## config.mk

```make
export PLATFORM = sky130hd
export DESIGN_NAME = multi_slot_software_timer_table_unit
export DESIGN_NICKNAME = d
export VERILOG_FILES = /design/src/rtl/mstt_pkg.sv /design/src/rtl/mstt_ctrl.sv /design/src/rtl/mstt_datapath.sv /design/src/rtl/multi_slot_software_timer_table_unit.sv
export SDC_FILE = /design/constraint.sdc
export NUM_CORES = 2
export LEC_CHECK = 0
export ABC_AREA = 0
export BUFFER_PORTS_ARGS = -buffer_cell sky130_fd_sc_hd__buf_2
export CORE_MARGIN = 2
export CORE_UTILIZATION = 50
export DETAILED_ROUTE_END_ITERATION = 8
export PLACE_DENSITY = 0.75
export RECOVER_POWER = 100
export SYNTH_ARGS = -nofsm -noshare
export SYNTH_HDL_FRONTEND = slang
export SYNTH_SLANG_ARGS = --single-unit
```

## constraint.sdc

```tcl
create_clock -name clk -period 21.8 [get_ports clk]
set_input_delay 1.09 -clock clk [delete_from_list [all_inputs] [get_ports clk]]
set_output_delay 1.09 -clock clk [all_outputs]
set_load 0.01 [all_outputs]
```

## src/rtl/mstt_pkg.sv

```systemverilog
`timescale 1ns / 1ps

package mstt_pkg;

  // Default number of timer slots
  localparam int TIMER_SLOTS_DEF = 16;

  // Value of the id counter after reset
  localparam logic [31:0] IDENT_RESET = 32'd1;

  // Input actions
  typedef enum logic [1:0] {
    ACT_ONESHOT  = 2'd0,
    ACT_PERIODIC = 2'd1,
    ACT_CLEAR    = 2'd2,
    ACT_PROCESS  = 2'd3
  } action_t;

  // Result kinds
  typedef enum logic [2:0] {
    KIND_CREATED = 3'd0,
    KIND_FULL    = 3'd1,
    KIND_CLEARED = 3'd2,
    KIND_FIRED   = 3'd3,
    KIND_DONE    = 3'd4
  } kind_t;

  // Controller states
  typedef enum logic [2:0] {
    ST_IDLE,
    ST_CREATE,
    ST_CLEAR,
    ST_SCAN,
    ST_FINAL
  } state_t;

  // Commands from controller to datapath
  typedef struct packed {
    logic load_in;       // capture the input transaction
    logic idx_rst;       // restart slot index at zero
    logic idx_inc;       // move to the next slot
    logic create;        // allocate a slot (or report full) and emit result
    logic clear_hit;     // free the current slot
    logic fire;          // emit fired result and reschedule or free
    logic track_active;  // note the current slot's active bit for process done
    logic emit_final;    // emit clear done / process done
  } dp_cmd_t;

  // Status from datapath to controller
  typedef struct packed {
    logic out_free;  // output register can take a result this cycle
    logic idx_last;  // current slot is the last one
    logic match;     // current slot is active and its id matches
    logic due;       // current slot is active and its deadline has passed
  } dp_sts_t;

endpackage

```

## src/rtl/mstt_ctrl.sv

```systemverilog
`timescale 1ns / 1ps

module mstt_ctrl (
  input  logic              clk,
  input  logic              rst,
  input  logic              in_valid,
  output logic              in_stall,
  input  logic [1:0]        action,
  input  mstt_pkg::dp_sts_t sts,
  output mstt_pkg::dp_cmd_t cmd
);
  import mstt_pkg::*;

  state_t state, state_next;
  action_t act_in;

  assign act_in = action_t'(action);

  // State register
  always_ff @(posedge clk) begin
    if (rst) begin
      state <= ST_IDLE;
    end else begin
      state <= state_next;
    end
  end

  // Next state and commands
  always_comb begin
    state_next = state;
    cmd        = '0;
    in_stall   = 1'b1;
    unique case (state)
      ST_IDLE: begin
        in_stall = 1'b0;
        if (in_valid) begin
          cmd.load_in = 1'b1;
          cmd.idx_rst = 1'b1;
          unique case (act_in)
            ACT_ONESHOT, ACT_PERIODIC: state_next = ST_CREATE;
            ACT_CLEAR:                 state_next = ST_CLEAR;
            ACT_PROCESS:               state_next = ST_SCAN;
            default:                   state_next = ST_SCAN;
          endcase
        end
      end
      ST_CREATE: begin
        if (sts.out_free) begin
          cmd.create = 1'b1;
          state_next = ST_IDLE;
        end
      end
      ST_CLEAR: begin
        priority if (sts.match) begin
          cmd.clear_hit = 1'b1;
          state_next    = ST_FINAL;
        end else if (sts.idx_last) begin
          state_next = ST_FINAL;
        end else begin
          cmd.idx_inc = 1'b1;
        end
      end
      ST_SCAN: begin
        cmd.track_active = 1'b1;
        // a due slot waits here until the output register frees up
        if (!sts.due || sts.out_free) begin
          cmd.fire = sts.due;
          if (sts.idx_last) begin
            state_next = ST_FINAL;
          end else begin
            cmd.idx_inc = 1'b1;
          end
        end
      end
      ST_FINAL: begin
        if (sts.out_free) begin
          cmd.emit_final = 1'b1;
          state_next     = ST_IDLE;
        end
      end
      default: state_next = ST_IDLE;
    endcase
  end

endmodule

```

## src/rtl/mstt_datapath.sv

```systemverilog
`timescale 1ns / 1ps

module mstt_datapath #(
  parameter int TIMER_SLOTS = mstt_pkg::TIMER_SLOTS_DEF
) (
  input  logic              clk,
  input  logic              rst,
  input  logic [1:0]        action,
  input  logic [31:0]       now_ms,
  input  logic [31:0]       delay_count,
  input  logic [31:0]       callback_handle,
  input  logic [31:0]       timer_id,
  output logic              out_valid,
  input  logic              out_stall,
  output logic [2:0]        kind,
  output logic [31:0]       result_id,
  output logic [31:0]       fired_handle,
  output logic              any_active,
  output logic              last,
  input  mstt_pkg::dp_cmd_t cmd,
  output mstt_pkg::dp_sts_t sts
);
  import mstt_pkg::*;

  localparam int IW = (TIMER_SLOTS > 1) ? $clog2(TIMER_SLOTS) : 1;
  localparam logic [IW-1:0] LAST_IDX = IW'(TIMER_SLOTS - 1);

  // Captured transaction
  action_t     act_q;
  logic [31:0] now_q;
  logic [31:0] delay_q;
  logic [31:0] handle_q;
  logic [31:0] id_q;

  // Slot state
  logic [TIMER_SLOTS-1:0] active;
  logic [31:0]            next_ident;
  logic [31:0]            ident_mem    [TIMER_SLOTS];
  logic [31:0]            handle_mem   [TIMER_SLOTS];
  logic [31:0]            deadline_mem [TIMER_SLOTS];
  logic [31:0]            period_mem   [TIMER_SLOTS];
  logic [31:0]            ident_rd;
  logic [31:0]            handle_rd;
  logic [31:0]            deadline_rd;
  logic [31:0]            period_rd;

  // Scan control
  logic [IW-1:0] idx;
  logic [IW-1:0] rd_addr;
  logic          any_seen;

  // Lookup helpers
  logic          free_found;
  logic [IW-1:0] free_idx;
  logic          active_cur;
  logic [31:0]   elapsed;
  logic          out_free;
  logic          dl_we;
  logic [IW-1:0] dl_waddr;
  logic [31:0]   dl_wdata;
  logic          period_nz;

  // Capture input transaction
  always_ff @(posedge clk) begin
    if (cmd.load_in) begin
      act_q    <= action_t'(action);
      now_q    <= now_ms;
      delay_q  <= delay_count;
      handle_q <= callback_handle;
      id_q     <= timer_id;
    end
  end

  // Lowest free slot
  always_comb begin
    free_found = 1'b0;
    free_idx   = '0;
    for (int i = TIMER_SLOTS - 1; i >= 0; i--) begin
      if (!active[i]) begin
        free_found = 1'b1;
        free_idx   = IW'(i);
      end
    end
  end

  // Read address runs one slot ahead of the index so data lines up
  always_comb begin
    priority if (cmd.idx_rst) begin
      rd_addr = '0;
    end else if (cmd.idx_inc) begin
      rd_addr = idx + 1'b1;
    end else begin
      rd_addr = idx;
    end
  end

  // Slot index
  always_ff @(posedge clk) begin
    idx <= rd_addr;
  end

  // Status toward controller
  assign active_cur   = active[idx];
  assign elapsed      = now_q - deadline_rd;
  assign out_free     = !out_valid || !out_stall;
  assign period_nz    = (period_rd != 32'd0);
  assign sts.out_free = out_free;
  assign sts.idx_last = (idx == LAST_IDX);
  assign sts.match    = active_cur && (ident_rd == id_q);
  assign sts.due      = active_cur && !elapsed[31];

  // Deadline write port: create or periodic reschedule
  always_comb begin
    dl_we    = 1'b0;
    dl_waddr = idx;
    dl_wdata = now_q + period_rd;
    if (cmd.create && free_found) begin
      dl_we    = 1'b1;
      dl_waddr = free_idx;
      dl_wdata = now_q + delay_q;
    end else if (cmd.fire && period_nz) begin
      dl_we = 1'b1;
    end
  end

  // Slot memories, registered read
  always_ff @(posedge clk) begin
    if (cmd.create && free_found) begin
      ident_mem[free_idx]  <= next_ident;
      handle_mem[free_idx] <= handle_q;
      period_mem[free_idx] <= (act_q == ACT_PERIODIC) ? delay_q : 32'd0;
    end
    if (dl_we) begin
      deadline_mem[dl_waddr] <= dl_wdata;
    end
    ident_rd    <= ident_mem[rd_addr];
    handle_rd   <= handle_mem[rd_addr];
    deadline_rd <= deadline_mem[rd_addr];
    period_rd   <= period_mem[rd_addr];
  end

  // Active bits and id counter
  always_ff @(posedge clk) begin
    if (rst) begin
      active     <= '0;
      next_ident <= IDENT_RESET;
    end else begin
      if (cmd.create && free_found) begin
        active[free_idx] <= 1'b1;
        next_ident       <= next_ident + 32'd1;
      end
      if (cmd.clear_hit || (cmd.fire && !period_nz)) begin
        active[idx] <= 1'b0;
      end
    end
  end

  // Any-active flag for process done
  always_ff @(posedge clk) begin
    if (cmd.load_in) begin
      any_seen <= 1'b0;
    end else if (cmd.track_active && active_cur) begin
      any_seen <= 1'b1;
    end
  end

  // Output register
  always_ff @(posedge clk) begin
    if (rst) begin
      out_valid <= 1'b0;
    end else if (cmd.create || cmd.fire || cmd.emit_final) begin
      out_valid <= 1'b1;
    end else if (!out_stall) begin
      out_valid <= 1'b0;
    end
  end

  always_ff @(posedge clk) begin
    priority if (cmd.create) begin
      kind         <= free_found ? KIND_CREATED : KIND_FULL;
      result_id    <= free_found ? next_ident : 32'd0;
      fired_handle <= 32'd0;
      any_active   <= 1'b0;
      last         <= 1'b1;
    end else if (cmd.fire) begin
      kind         <= KIND_FIRED;
      result_id    <= ident_rd;
      fired_handle <= handle_rd;
      any_active   <= 1'b0;
      last         <= 1'b0;
    end else if (cmd.emit_final) begin
      kind         <= (act_q == ACT_CLEAR) ? KIND_CLEARED : KIND_DONE;
      result_id    <= 32'd0;
      fired_handle <= 32'd0;
      any_active   <= (act_q == ACT_PROCESS) ? any_seen : 1'b0;
      last         <= 1'b1;
    end else begin
      kind         <= kind;
    end
  end

endmodule

```

## src/rtl/multi_slot_software_timer_table_unit.sv

```systemverilog
`timescale 1ns / 1ps

// Software timer table: TIMER_SLOTS slots of one-shot or periodic timers.
// One input transaction at a time. A create captures the transaction, then
// allocates into the lowest free slot through a priority search, and gives
// one result. A clear walks the slots one per cycle until the id matches.
// A process walks every slot, one per cycle through the registered slot
// memories while the output is not stalled, and gives one fired result per
// expired timer then a done result; a due slot waits while the output
// register is still held. The output register lets the next transaction be
// accepted while the final result of the previous one waits to be taken.

module multi_slot_software_timer_table_unit #(
  parameter int TIMER_SLOTS = mstt_pkg::TIMER_SLOTS_DEF
) (
  input  logic        clk,
  input  logic        rst,
  input  logic        in_valid,
  output logic        in_stall,
  input  logic [1:0]  action,
  input  logic [31:0] now_ms,
  input  logic [31:0] delay_count,
  input  logic [31:0] callback_handle,
  input  logic [31:0] timer_id,
  output logic        out_valid,
  input  logic        out_stall,
  output logic [2:0]  kind,
  output logic [31:0] result_id,
  output logic [31:0] fired_handle,
  output logic        any_active,
  output logic        last
);
  import mstt_pkg::*;

  dp_cmd_t cmd;
  dp_sts_t sts;

  mstt_ctrl u_ctrl (
    .clk      (clk),
    .rst      (rst),
    .in_valid (in_valid),
    .in_stall (in_stall),
    .action   (action),
    .sts      (sts),
    .cmd      (cmd)
  );

  mstt_datapath #(
    .TIMER_SLOTS (TIMER_SLOTS)
  ) u_datapath (
    .clk             (clk),
    .rst             (rst),
    .action          (action),
    .now_ms          (now_ms),
    .delay_count     (delay_count),
    .callback_handle (callback_handle),
    .timer_id        (timer_id),
    .out_valid       (out_valid),
    .out_stall       (out_stall),
    .kind            (kind),
    .result_id       (result_id),
    .fired_handle    (fired_handle),
    .any_active      (any_active),
    .last            (last),
    .cmd             (cmd),
    .sts             (sts)
  );

endmodule
```

# Word-level counts from Yosys, hierarchy flattened
# Memory sizes are Yosys's and may differ from the RTL's. A register that Yosys moved wholly into a read port is not among the register bits.
# Cells that the tools add are included.
op_classes:
  addsub: 5
  n_lt_le_gt_ge: 4
  eq_ne: 16
  mux: 88
  n_bitwise: 3
  reduce_logical: 27
ops:
  columns: ["operator", "count"]
  rows:
  - ["$mux 32", 7]
  - ["$mux 4", 19]
  - ["$add 32x32->32", 2]
  - ["$mux 16", 3]
  - ["$mux 1", 41]
  - ["$add 32x1->32 const B", 1]
  - ["$eq 32x32->1", 1]
  - ["$reduce_bool 32->1", 1]
  - ["$sub 32x32->32", 1]
  - ["$mux 3", 9]
  - ["$and 16x16->16", 1]
  - ["$not 16->16", 1]
  - ["$or 16x16->16", 1]
  - ["$pmux 3 s4", 1]
  - ["$lt 4x5->1 const B", 2]
  - ["$pmux 3 s3", 1]
  - ["$demux 1 s4", 2]
  - ["$eq 2x2->1 const B", 4]
  - ["$ge 4x1->1 const B", 2]
  - ["$logic_and 1x1->1", 8]
  - ["$eq 3x2->1 const B", 2]
  - ["$mux 2", 3]
  - ["$ne 2x1->1 const B", 3]
  - ["$reduce_or 2->1", 3]
  - ["other kinds (15)", 24]
word_totals:
  ff_bits: 256
  mem_bits_rw: 2048
  out_inout_bits: 71
  wordCells: 163
  n_memories: 4
mem_list:
  columns: ["name", "depth", "width", "rd", "rd_ports_with_merged_regs", "write_ports", "line", "rtl"]
  rows:
  - ["u_datapath.deadline_mem", 16, 32, 1, 1, 1, "mstt_datapath.sv:40", "logic [31:0] deadline_mem [TIMER_SLOTS];"]
  - ["u_datapath.handle_mem", 16, 32, 1, 1, 1, "mstt_datapath.sv:39", "logic [31:0] handle_mem [TIMER_SLOTS];"]
  - ["u_datapath.ident_mem", 16, 32, 1, 1, 1, "mstt_datapath.sv:38", "logic [31:0] ident_mem [TIMER_SLOTS];"]
  - ["u_datapath.period_mem", 16, 32, 1, 1, 1, "mstt_datapath.sv:41", "logic [31:0] period_mem [TIMER_SLOTS];"]

# Logic depth before layout (Yosys ltp)
logic_depth:
  ltp_word: 25
  mapped_depth: 23

# By module
# Synthesis repeated with hierarchy kept, for this count alone.
hier_totals:
  cells_unflattened: 7374
  area_unflattened_um2: 95301.4
modules_own_cells:
  columns: ["mod", "n_inst", "cells_per_inst", "area_each_um2", "seq_area_each_um2"]
  rows:
  - ["mstt_datapath", 1, 7338, 95021.1, 70777.9]
  - ["mstt_ctrl", 1, 36, 280.3, 60.1]

# Worst setup path before layout
# No wires, ideal clock.
synth_path:
  path_kind: "input -> register"
  start: "input out_stall"
  end: "memory u_datapath.handle_mem[4][0], enable pin"
  setup_ns: 0.670
  arrival_time_ns: 8.604
  slack_ns: 12.526
  cell_stages: 5
  n_path_buf: 0
  path_cell_list: "nand2_1 nand2b_1 nor3_1 nand3_1 nor3_1"
synth_via:
  elab_chain_cells: 7
synth_rtl:
  columns: ["element", "line", "rtl"]
  rows:
  - ["start, declared", "multi_slot_software_timer_table_unit.sv:26", "input logic out_stall,"]
  - ["$logic_not 1->1", "mstt_datapath.sv:105", "assign out_free = !out_valid || !out_stall;"]
  - ["$logic_or 1x1->1", "mstt_datapath.sv:105", null]
  - ["$mux 1", "mstt_ctrl.sv:48", "if (sts.out_free) begin"]
  - ["$mux 1", "mstt_ctrl.sv:33", "unique case (state)"]
  - ["$logic_and 1x1->1", "mstt_datapath.sv:128", "if (cmd.create && free_found) begin"]
  - ["$mux 1", "mstt_datapath.sv:128", null]
  - ["$mux 1 (implied by the code)", "mstt_datapath.sv:130", "handle_mem[free_idx] <= handle_q;"]
  - ["end, declared", "mstt_datapath.sv:39", null]
# No other way between the ends.

# Final worst setup path
layout_path:
  start: "register u_datapath.now_q[20]"
  end: "register u_datapath.deadline_rd[16] (read register of u_datapath.deadline_mem)"
layout_via:
  elab_chain_cells: 9
layout_rtl:
  columns: ["element", "line", "rtl"]
  rows:
  - ["start, declared", "mstt_datapath.sv:30", "logic [31:0] now_q;"]
  - ["start signal, assigned", "mstt_datapath.sv:67", "now_q <= now_ms;"]
  - ["$sub 32x32->32", "mstt_datapath.sv:104", "assign elapsed = now_q - deadline_rd;"]
  - ["$logic_not 1->1", "mstt_datapath.sv:110", "assign sts.due = active_cur && !elapsed[31];"]
  - ["$logic_and 1x1->1", "mstt_datapath.sv:110", null]
  - ["$logic_not 1->1", "mstt_ctrl.sv:66", "if (!sts.due || sts.out_free) begin"]
  - ["$logic_or 1x1->1", "mstt_ctrl.sv:66", null]
  - ["$mux 1", "mstt_ctrl.sv:66", null]
  - ["$pmux 1 s2", "mstt_ctrl.sv:33", null]
  - ["$mux 4", "mstt_datapath.sv:90", "end else if (cmd.idx_inc) begin"]
  - ["$mux 4", "mstt_datapath.sv:88", "priority if (cmd.idx_rst) begin"]
  - ["end, declared", "mstt_datapath.sv:44", "logic [31:0] deadline_rd;"]
# No other way between the ends.
# A chain may end at the register's enable or synchronous reset.

==> results.md <==
- The final total power is 13400 µW.
- The number of hold buffers added after CTS was 0.
- The area of the mapped netlist is about 95000 µm².
- The total non-filler cell area in the finished layout is 105000 µm².
- The number of antenna violations at the first check in global routing is 17.
- After Yosys synthesis, full adders, half adders and majority gates account for 0.932% of the synthesized area.
- The kind of path behind the tightest hold check is primary input to flop.
- The die covers 193000 µm².
- STA puts the critical path data required time at 22.57 ns.
- The maximum number of pins on one net before global-route repair is between 150 and 200.
- The total setup violations reported at the end of the flow is 0.
- The type of destination of the critical path is a flop.
- The total routing resource utilization after global routing is 27.7%.
- In this run, post-CTS repair resized a total of 0 instances.
- The Yosys step of the flow raised 0 warnings.
- The root cell of the clock tree is sky130_fd_sc_hd__clkbuf_16.
- The residual DRC count is 0.
- The largest area contributor in the synthesized netlist is sky130_fd_sc_hd__edfxtp_1.
- The number of global-route vias before repair came to 57.9k.
- The via density per instance is 6.24.
- The gate count after technology mapping is 6790.
- The register clock-pin slew on the reported worst setup and hold paths is 0.06 ns.
- Counting flops with an async set or reset pin after synthesis yields a share of 0%.
- The remaining max-slew budget at the tightest pin is -441%.
- The kind of launch point of the worst setup path is a flop.
- The first detailed-routing pass took 6 iterations.
- The post-synthesis area per instance is 14.0 µm².
- The global-route wire length before repair is roughly 400000 µm.
- The clock latency at the later pin of the worst-skew pair is 0.89 ns.
- The hold path startpoint is callback_handle[14].
- The post-synthesis compound-gate area fraction is 7.62%.
- The synthesized design contains 2213 enable-type register cells.
- The number of nets in the finished design is 7144.
- CTS built an H-tree with a depth of 4.
- The count of final hold-check violations is 0.
- Summing the sequential cell areas from Yosys gives 74.7% of the chip area.
- Across all register-to-register paths, the minimum setup slack is ~8 ns.
- For this run the aggregate overflow at the end of global routing stands at 0.
- The number of routed nets with antenna violations is 0.
- For the final routed database, the setup TNS stands at 0 ns.
- Counting every sink on the clock net gives 2432.
- Net switching is around 33% of the power.
- The detailed router's first-iteration violation count is 8781.
- Of the post-synthesis cell area, the dominant cell type holds 70.1%.
- Once the floorplan was initialized, standard cells occupied 50.4% of the core.
- The post-route netlist has 8.18% of its cells at a drive strength greater than 1.
- Compared with the post-synthesis result, the final layout area differs by 10.8%.
- The final max-slew violation count is 2770.
- TritonCTS built the clock tree.
- The standard cell core area is 188000 µm².
- The standard-cell row count is 159.
- After Yosys synthesis, and, or, nand and nor cells account for 11.2% of the synthesized area.
- In this run the worst path has a maximum fanout of 85.
- Clock tree synthesis inserted a total of 222 buffers.
- The total number of vias is about 60k.
- Ranked by total cell area, the synthesized netlist is headed by sky130_fd_sc_hd__edfxtp_1 70%, sky130_fd_sc_hd__nand2_1 5.6%, sky130_fd_sc_hd__dfxtp_1 4.6%.
- Summed over all cells, the static leakage comes to 0.0360 µW.
- The top cell types in the final layout, fill and taps aside, are 2213 x sky130_fd_sc_hd__edfxtp_1, 1418 x sky130_fd_sc_hd__nand2_1, 515 x sky130_fd_sc_hd__nand3_1, 456 x sky130_fd_sc_hd__a21oi_1, 250 x sky130_fd_sc_hd__clkbuf_1.
- The placer's final routability congestion estimate is between 0.9 and 1.
- The net count of the mapped netlist is about 7k.
- The worst register-to-register path has a depth of 17.
- The routed design has between 200000 and 300000 µm of wire.
- The maximum achievable frequency is 73.5 MHz.
- The worst-case clock buffer depth is 3.
- The number of ports placed on the die boundary is 205.
- After synthesis, the largest family of logic cells by area is simple AND/OR/NAND/NOR gates.
- The signal arrival time at the worst endpoint is around 14 ns.
- The number of max-capacitance violations reported is 79.
- In the final routed layout, each cell accounts on average for 28.2 µm.
- Leaving out fill and tap cells, the most frequent cell in the layout is sky130_fd_sc_hd__edfxtp_1.
- The worst register-to-register path ends at u_datapath.deadline_rd[16].
- The switching power total is ~4500 µW.
- After legalization and detailed placement, the total HPWL measured 148000 µm.
- The commonest register cell after synthesis is sky130_fd_sc_hd__edfxtp_1.
- The critical path class is flop to flop.
- The worst setup skew after layout is approximately 0.044 ns.
- The final period utilization is 62.4%.
- Cell internal power was estimated by the tool at 8890 µW.
- The checks that failed: capacitance limit, slew limit.
- The endpoint of the worst hold-timing path is u_datapath.handle_q[14].
- In this run, synthesis produced a sequential element count of 2432.
- The horizontal die dimension is 439 µm.
- The clock network accounts for 29.2% of the total power.
- The maximum VDD drop is 0.107 mV.
- For the pin with the worst max-slew slack, the measured transition is 8.12 ns.
- The worst register-to-register path begins at u_datapath.now_q[20].
- In this run, the combinational gates consume 26.2% of the power.
- During placement, the flow inserted port buffers numbering 204.
- The clock period could shrink to 13.60 ns.
- Along the worst hold path, the cell count comes to 1.
- The die height is 439 µm.
- The flow ran to the end, but the final reports show violations.
- Setup repair after global routing left no endpoint under its margin.
- The share of power burned in registers is 44.6%.
- The synthesized netlist devotes 0.776% of its cell area to XOR and XNOR gates.
- The cell area power density is 127 nW/µm².
- In this run the cell area measured after placement is 98400 µm².
- After clock tree synthesis, the setup repair step added 0 buffers.
- The multiplexer area fraction after synthesis is 2.45%.
- The synthesized netlist contains 75 unique library cells.
==> synthesized netlist by cell type, types with 12 or more instances <==
cell and count:
sky130_fd_sc_hd__and3_1 117, sky130_fd_sc_hd__buf_2 159, sky130_fd_sc_hd__a22oi_1 48, sky130_fd_sc_hd__o221ai_2 19
sky130_fd_sc_hd__a21oi_1 456, sky130_fd_sc_hd__mux2i_1 184, sky130_fd_sc_hd__buf_6 16, sky130_fd_sc_hd__a221oi_1 41
sky130_fd_sc_hd__mux2_2 31, sky130_fd_sc_hd__a211oi_1 62, sky130_fd_sc_hd__and2_1 39, sky130_fd_sc_hd__a21o_1 33
sky130_fd_sc_hd__o21ai_1 32, sky130_fd_sc_hd__o21ai_0 61, sky130_fd_sc_hd__nor2_1 122, sky130_fd_sc_hd__clkbuf_1 180
sky130_fd_sc_hd__buf_1 18, sky130_fd_sc_hd__nand3_1 515, sky130_fd_sc_hd__o22ai_1 63, sky130_fd_sc_hd__ha_1 69
sky130_fd_sc_hd__xor2_1 27, sky130_fd_sc_hd__inv_1 54, sky130_fd_sc_hd__nor4_1 41, sky130_fd_sc_hd__nand2b_1 15
sky130_fd_sc_hd__nor3_2 33, sky130_fd_sc_hd__buf_4 19, sky130_fd_sc_hd__nand2_1 1425, sky130_fd_sc_hd__o2bb2ai_1 20
sky130_fd_sc_hd__a22o_1 65, sky130_fd_sc_hd__nor3_1 34, sky130_fd_sc_hd__nand4_1 29, sky130_fd_sc_hd__xnor2_1 57
sky130_fd_sc_hd__edfxtp_1 2213, sky130_fd_sc_hd__nor2b_1 12, sky130_fd_sc_hd__a31oi_1 113, sky130_fd_sc_hd__o221ai_1 48
sky130_fd_sc_hd__dfxtp_1 219
==> power by group through the flow <==
stage,Combinational [µW],Clock [µW],Sequential (µW)
after CTS,3480,3920,5930
after floorplan,2370,0,5910
after detailed placement,3450,0,6030
after global placement,3370,0,6020
after global routing,3760,4100,5960
final,3500,3900,5950
==> registers in the layout (all words and copies together) (netlist names), 512 cells and up <==
register	flops
u_datapath.handle_mem	512
u_datapath.period_mem	512
u_datapath.deadline_mem	512
u_datapath.ident_mem	512
==> layout make-up <==
cell class                      instances  area (µm²)
Multi-Input combinational cell       3903       21900
Sequential cell                      2432       70800
Clock inverter                        125        1250
Timing Repair Buffer                  323        1540
Tap cell                             2495        3120
Fill cell                           14500       83100
Antenna cell                            9        22.5
Clock buffer                          299        6100
Inverter                               58         278
==> critical path, cell delays in order, from the launching register on <==
cell	delay (ns)
sky130_fd_sc_hd__edfxtp_1	0.41
sky130_fd_sc_hd__ha_1	0.31
sky130_fd_sc_hd__a21o_1	0.19
sky130_fd_sc_hd__a221o_1	0.32
sky130_fd_sc_hd__a211oi_1	0.51
sky130_fd_sc_hd__o2111ai_1	0.55
sky130_fd_sc_hd__and4_1	0.46
sky130_fd_sc_hd__o21ai_2	0.17
sky130_fd_sc_hd__a31o_2	0.18
sky130_fd_sc_hd__buf_4	0.58
sky130_fd_sc_hd__and2_0	3.27
sky130_fd_sc_hd__inv_16	0.67
sky130_fd_sc_hd__nand2_1	1.57
sky130_fd_sc_hd__clkbuf_1	1.56
sky130_fd_sc_hd__clkbuf_1	1.67
sky130_fd_sc_hd__o221ai_1	0.46
sky130_fd_sc_hd__a21oi_1	0.30
sky130_fd_sc_hd__nor3_2	0.07
==> routing by layer <==
metal | part of all wire (%) | track usage [%]
met1 | 35 | 35.6
met2 | 47 | 44.1
met3 | 11 | 4.54
met4 | 7.3 | 17.3
met5 | 0.0048 | 0
==> worst max path at each step <==
| stage | startpoint | to |
|---|---|---|
| after global routing | u_ctrl.state[2] | u_datapath.deadline_rd[10] |
| after CTS | u_datapath.now_q[20] | u_datapath.deadline_rd[19] |
| final | u_datapath.now_q[20] | u_datapath.deadline_rd[16] |
| after detailed placement | u_datapath.now_q[20] | u_datapath.deadline_rd[19] |
| after floorplan | out_stall | u_datapath.handle_mem[4][0] |
| after global placement | u_datapath.now_q[20] | u_datapath.deadline_rd[19] |
==> per-stage QoR <==
stage / utilization, % / setup WS, ns / hold slack (ns) / cells
after CTS: 56.2 / 14.14 / 0.333 / 9635
after floorplan: - / 12.53 / 0.426 / 6790
after detailed placement: 52.3 / 14.18 / 0.434 / 9211
after global placement: 52.3 / 14.40 / 0.429 / 9211
after global routing: 55.8 / 7.57 / 0.358 / 9640
final: 55.8 / 8.20 / 0.378 / 9644
==> kinds of logic (layout without fill, tap and decap cells) <==
group           after synthesis  after routing
mux                         221            221
other cells                   0              9
simple gates               2408           2408
flops                      2432           2432
fa+ha+maj                    70             70
buf+inv                     455            805
xor+xnor                     84             84
compound gates             1120           1120
No activity file was read; power rests on OpenSTA's default activity.
